==> config.mk <==
export PLATFORM = sky130hd
export DESIGN_NAME = tcw_ctrl
export DESIGN_NICKNAME = d
export VERILOG_FILES = /design/src/rtl/tcw_pkg.sv /design/src/rtl/tcw_ctrl.sv
export SDC_FILE = /design/constraint.sdc
export NUM_CORES = 1
export LEC_CHECK = 0
export BUFFER_PORTS_ARGS = -buffer_cell sky130_fd_sc_hd__buf_2
export CELL_PAD_IN_SITES_DETAIL_PLACEMENT = 1
export CELL_PAD_IN_SITES_GLOBAL_PLACEMENT = 2
export CORE_MARGIN = 3
export CORE_UTILIZATION = 18
export DETAILED_ROUTE_END_ITERATION = 8
export PLACE_DENSITY_LB_ADDON = 0.12
export SLEW_MARGIN = 40
export SYNTH_ARGS = -nofsm -noshare
export SYNTH_HDL_FRONTEND = slang
export SYNTH_SLANG_ARGS = --single-unit
==> constraint.sdc <==
create_clock -name clock -period 1.2 [get_ports clock]
set_input_delay 0.24 -clock clock [delete_from_list [all_inputs] [get_ports clock]]
set_output_delay 0.24 -clock clock [all_outputs]
set_load 0.05 [all_outputs]
==> src/rtl/tcw_pkg.sv <==
// Shared constants, types and codes for the text console character writer.
package tcw_pkg;

   // Screen geometry.
   localparam int COLS   = 80;
   localparam int ROWS   = 25;
   localparam int CELLS  = ROWS * COLS;

   localparam int ROW_W  = $clog2(ROWS);
   localparam int COL_W  = $clog2(COLS);
   localparam int ADDR_W = $clog2(CELLS);

   // Fixed field widths of the beats.
   localparam int CHAR_W  = 8;
   localparam int ATTR_W  = 8;
   localparam int CELL_W  = CHAR_W + ATTR_W;
   localparam int POS_W   = 11;
   localparam int RADDR_W = 11;
   localparam int REQ_DATA_W = 24;
   localparam int RSP_DATA_W = 32;
   localparam int RSP_PAD_W  = RSP_DATA_W - (POS_W + CHAR_W + ATTR_W + 1);

   localparam logic [CHAR_W-1:0] BLANK_CHAR = 8'h20;
   localparam logic [ATTR_W-1:0] RESET_ATTR = 8'h07;
   localparam logic [CHAR_W-1:0] CHAR_LF    = 8'd10;
   localparam logic [CHAR_W-1:0] CHAR_CR    = 8'd13;

   // Item kinds carried in tuser.
   localparam logic FUNC_PUT  = 1'b0;
   localparam logic FUNC_READ = 1'b1;

   typedef enum logic [2:0] {
      ST_CLEAR,
      ST_IDLE,
      ST_COPY,
      ST_DRAIN,
      ST_BLANK,
      ST_RESULT
   } tcw_state_type;

   typedef struct packed {
      logic accept_put;
      logic accept_read;
      logic clear_step;
      logic copy_step;
      logic blank_step;
      logic load_rsp;
   } tcw_cmd_type;

   typedef struct packed {
      logic req_is_read;
      logic put_scrolls;
      logic sweep_end;
      logic copy_end;
      logic rsp_free;
   } tcw_status_type;

endpackage

==> src/rtl/tcw_ctrl.sv <==
// Controller state machine: clearing pass, item handshake, scroll sweeps and result hand-off.
module tcw_ctrl (
   input  logic                   clock,
   input  logic                   reset,
   input  logic                   req_tvalid,
   output logic                   req_tready,
   input  tcw_pkg::tcw_status_type status,
   output tcw_pkg::tcw_cmd_type    cmd
);

   tcw_pkg::tcw_state_type state_ff, state_in;

   always_ff @(posedge clock) begin
      if (reset) begin
         state_ff <= tcw_pkg::ST_CLEAR;
      end else begin
         state_ff <= state_in;
      end
   end

   always_comb begin
      state_in = state_ff;
      unique case (state_ff)
         tcw_pkg::ST_CLEAR: begin
            if (status.sweep_end) state_in = tcw_pkg::ST_IDLE;
         end
         tcw_pkg::ST_IDLE: begin
            if (req_tvalid) begin
               if (!status.req_is_read && status.put_scrolls) begin
                  state_in = tcw_pkg::ST_COPY;
               end else begin
                  state_in = tcw_pkg::ST_RESULT;
               end
            end
         end
         tcw_pkg::ST_COPY: begin
            if (status.copy_end) state_in = tcw_pkg::ST_DRAIN;
         end
         tcw_pkg::ST_DRAIN: begin
            state_in = tcw_pkg::ST_BLANK;
         end
         tcw_pkg::ST_BLANK: begin
            if (status.sweep_end) state_in = tcw_pkg::ST_RESULT;
         end
         tcw_pkg::ST_RESULT: begin
            if (status.rsp_free) state_in = tcw_pkg::ST_IDLE;
         end
         default: state_in = tcw_pkg::ST_CLEAR;
      endcase
   end

   always_comb begin
      cmd        = '0;
      req_tready = 1'b0;
      unique case (state_ff)
         tcw_pkg::ST_CLEAR: cmd.clear_step = 1'b1;
         tcw_pkg::ST_IDLE: begin
            req_tready      = 1'b1;
            cmd.accept_put  = req_tvalid && !status.req_is_read;
            cmd.accept_read = req_tvalid && status.req_is_read;
         end
         tcw_pkg::ST_COPY:   cmd.copy_step  = 1'b1;
         tcw_pkg::ST_DRAIN:  cmd.copy_step  = 1'b0;
         tcw_pkg::ST_BLANK:  cmd.blank_step = 1'b1;
         tcw_pkg::ST_RESULT: cmd.load_rsp   = status.rsp_free;
         default:            cmd            = '0;
      endcase
   end

endmodule

# Word level (Yosys, flattened, before mapping)
# Cells that the tools add are included.
[classes]
shift = 0
n_mul = 0
eq_ne = 10
div_mod_pow = 0
n_mux = 13
n_addsub = 0
n_reduce_logical = 6
n_lt_le_gt_ge = 0
bitwise = 0
[ops]
columns = ["operator", "count"]
rows = [
  ["3-bit 2-to-1 mux", 6],
  ["3-bit one-hot mux with 6 select lines", 1],
  ["2-bit != test (second input constant)", 5],
  ["3-bit by 2-bit == test with 1-bit output (second input constant)", 2],
  ["3-bit == test (second input constant)", 2],
  ["1-bit 2-to-1 mux", 5],
  ["5-bit AND reduction", 1],
  ["3-bit by 1-bit == test with 1-bit output (second input constant)", 1],
  ["1-bit logical AND", 3],
  ["3-bit zero test", 1],
  ["2-bit 2-to-1 mux", 1],
  ["1-bit zero test", 1],
]
[word_totals]
n_memories = 0
out_inout_bits = 7
register_bits = 3
latch_bits = 0
mem_bits_rw = 0
in_bits = 8
romBits = 0
wordCells = 30

# Longest topological paths before layout
[logic_depth]
depth_word = 5
ltp_mapped = 4
mapped_depth_nobuf = 3

# Worst setup path after synthesis
# Ideal clock, no wire load.
[synth_path]
path_type = "flip-flop to output port"
from = "reg state_ff[0]"
to = "out cmd[5] (netlist name)"
n_path_buf = 1
path_stages_with_launch = 5
slack_ns = -0.732
required_time_ns = 0.960
arrival_time_ns = 1.692
path_cell_list = "dfxtp_1 buf_6 nor2b_4 nand2_1 nor3_1"
[synth_lines]
columns = ["item", "line_no", "rtl"]
rows = [
  ["start, declared", "tcw_ctrl.sv:11", "tcw_pkg::tcw_state_type state_ff, state_in;"],
  ["start signal, assigned", "tcw_ctrl.sv:15", "state_ff <= tcw_pkg::ST_CLEAR;"],
  ["start signal, assigned", "tcw_ctrl.sv:17", "state_ff <= state_in;"],
  ["end, declared", "tcw_ctrl.sv:8", "output tcw_pkg::tcw_cmd_type cmd"],
]

==> metrics.csv <==
stage,metric,value,unit
place,hpwl,687.5,µm
outcome,status,"finished, violations left",
run,maxCapViolCount,0,
timing,fin_ws,-215.1,ps
critical_path,end_kind,primary output,
synth,syn_nets,39,
final_layout,drive_above_1_share,0.7368,
synth,ys_types,20,
power_and_ir_drop,max-vdd-ir-drop,0.0004258,V
drt,drtIter0Drc,3,
timing,post-route-min-period,1415,ps
timing,relSlewSlack,0.8359,
timing,hold_ws,200.1,ps
global_route,grt_max_degree,10,
drt,wirelength,873,µm
critical_path,cp_slowest_cell,dfxtp_2,
place,place_congestion,0.7597,
synth,ys_warn_count,0,
place,dp_cells,64,
drt,ant_nets,0,
drt,dr.pass1.iters,2,
timing,worst-slew-pin-transition,247.8,ps
global_route,overflow,0,
drt,wl_per_cell,12.30,µm
power_and_ir_drop,pwr_density_cell,931.9,nW/µm²
place,place_ws,-71.83,ps
timing,fmax,706.6,MHz
critical_path,crit_type,flop to primary output,
clocking,clkSinkCount,3,
die,io_pins,15,
final_layout,fill_cells,150,
drt,route.vias.total,325,
clocking,htree_levels,1,
critical_path,required,960,ps
clocking,cts.clk_slew.worst_paths,30,ps
final_layout,area_delta_synth_final,127.7,%
die,die_h,42.44,µm
timing,maxSlewViolCount,0,
global_route,grt_pass1_wl,1.276,mm
final_layout,biggestRegsByFlops,state_ff x3,
global_route,antenna_found_initial,0,
global_route,grt_usage,0.09669,
min_path,worst_hold_path_type,input port to flop,
synth,yosysSeqAreaShare,0.2513,
clocking,clk_latency,230,ps
final_layout,largest_reg_flops,3,
clocking,root_buffer,clkbuf_4,
drt,vias_per_cell,4.577,
clocking,cts_hold_buf,0,
critical_path,cp_max_fo,3,
die,start_util,0.2041,
power_and_ir_drop,p_total,0.0005072,W
final_layout,nets,66,
clocking,cts_buffers,3,
power_and_ir_drop,p_leak,0.2391,nW
critical_path,critPathMaxStageDelay,320,ps
critical_path,crit_chain,nor2b_4 -> and2b_4 -> and3_4 -> buf_8,
die,fp.coreArea,1171,µm²
timing,fin_skew,0.1153,ps
timing,finalHoldViolations,0,
final_layout,instances_no_fill,71,
place,io_buffer_count,14,
outcome,violations,setup timing,
final_layout,diodes,0,
clocking,clockBufferDepth,2,
synth,syn-cell-area,239.0,µm²
synth,ys_seq_elements,3,
die,die-area,1801,µm²
critical_path,worstSetupStartpointType,flop,
timing,setup_viol,7,
clocking,cts_tree,yes,
synth,postSynthAreaPerCell,7.709,µm²
drt,drc,0,
global_route,grt_pass1_vias,335,
synth,syn_inst,31,
timing,rsz0062_at_grt,yes,
final_layout,regMostFlops,state_ff,
timing,period_share,1.179,
critical_path,cp.arrival,1180,ps
die,rows,12,
die,die_x,42.44,µm
placed cells by master, fill, tap and decap left out, drive strengths merged:
master / count
nor3b: 1
nor3: 2
and2b: 1
nand4b: 1
a21oi: 3
a22oi: 1
nand2b: 2
o21a: 1
a211oi: 1
nor2: 5
and3: 1
nand2: 2
nor2b: 2
buf: 24
dfxtp: 3
nand3b: 1
clkbuf: 4
o211a: 1
nand3: 1
path summary, 6_finish.rpt:
kind                            startpoint  cells after the start                  endpoint  slack (ps)
hold / removal                       reset                      2  state_ff[1]$_SDFFE_PP0P_         200
setup / recovery  state_ff[0]$_SDFFE_PP0P_                      4                    cmd[4]        -220
setup reg to reg  state_ff[0]$_SDFFE_PP0P_                      6  state_ff[0]$_SDFFE_PP0P_           0
hold reg to reg   state_ff[2]$_SDFFE_PP0P_                      2  state_ff[1]$_SDFFE_PP0P_         590
timing repair:
action,4_1_cts,5_1_grt
setup endpoints to repair,7,7
pin swaps,1,3
setup buffers,0,3
gates resized for setup,17,6
cloned,0,0
cells in the mapped netlist:
library cell	number	share of area
nand2b_1	2	0.052
buf_2	1	0.021
buf_6	1	0.047
and3_1	1	0.026
a21oi_1	3	0.063
nand2_1	2	0.031
dfxtp_1	3	0.25
a211oi_1	1	0.031
and2b_4	1	0.042
a22oi_1	1	0.031
nand4b_1	1	0.037
nand3_1	1	0.021
nor3_1	2	0.042
nor3b_1	1	0.031
nor2b_1	1	0.026
nor2_1	5	0.079
nor2b_4	1	0.058
o211a_1	1	0.042
o21a_2	1	0.037
nand3b_1	1	0.031
stage by stage:
step                      cell area [µm²]  setup TNS, ps  utilization
after CTS                           495.5          -1073       0.4231
after global routing                544.3          -1534       0.4647
after detailed placement            409.1         -71.83       0.3494
after global placement              409.1         -31.78       0.3494
final                               544.3          -1124       0.4647
after floorplan                     291.5         -587.9            -
final cells by class:
| type | count | area [µm²] | share of cell area |
|---|---|---|---|
| clock buffer | 4 | 26.28 | 0.04828 |
| multi-input combinational | 26 | 236.5 | 0.4345 |
| sequential | 3 | 66.31 | 0.1218 |
| tap | 14 | 17.52 | 0.03218 |
| timing repair buffer | 24 | 197.7 | 0.3632 |
metal layers:
metal / global-route usage / share of wire / vias up
met5: 0 / 0 / -
met4: 0.09317 / 0 / 0
met3: 0.01717 / 0.032 / 0
met2: 0.1763 / 0.59 / 6
met1: 0.08608 / 0.38 / 158
li1: - / - / 161
worst max-delay path: cells and delay by family, from the launching register on:
kind / cells / cell delay (ps)
and+or+nand+nor: 3 / 480
DFF: 1 / 320
buffers and inverters: 1 / 140
report_power, final:
| group | switching [W] | leakage [nW] | internal, W |
|---|---|---|---|
| registers | 0.00000648 | 0.0261 | 0.000107 |
| logic | 0.000122 | 0.198 | 0.000100 |
| clock network | 0.0000475 | 0.0150 | 0.000124 |
cells by family after synthesis:
family          after synthesis  synth area share
simple gates                 19            0.4765
flops                         3            0.2513
compound gates                7            0.2042
buf+inv                       2           0.06804
No activity file was read; power rests on OpenSTA's default activity.
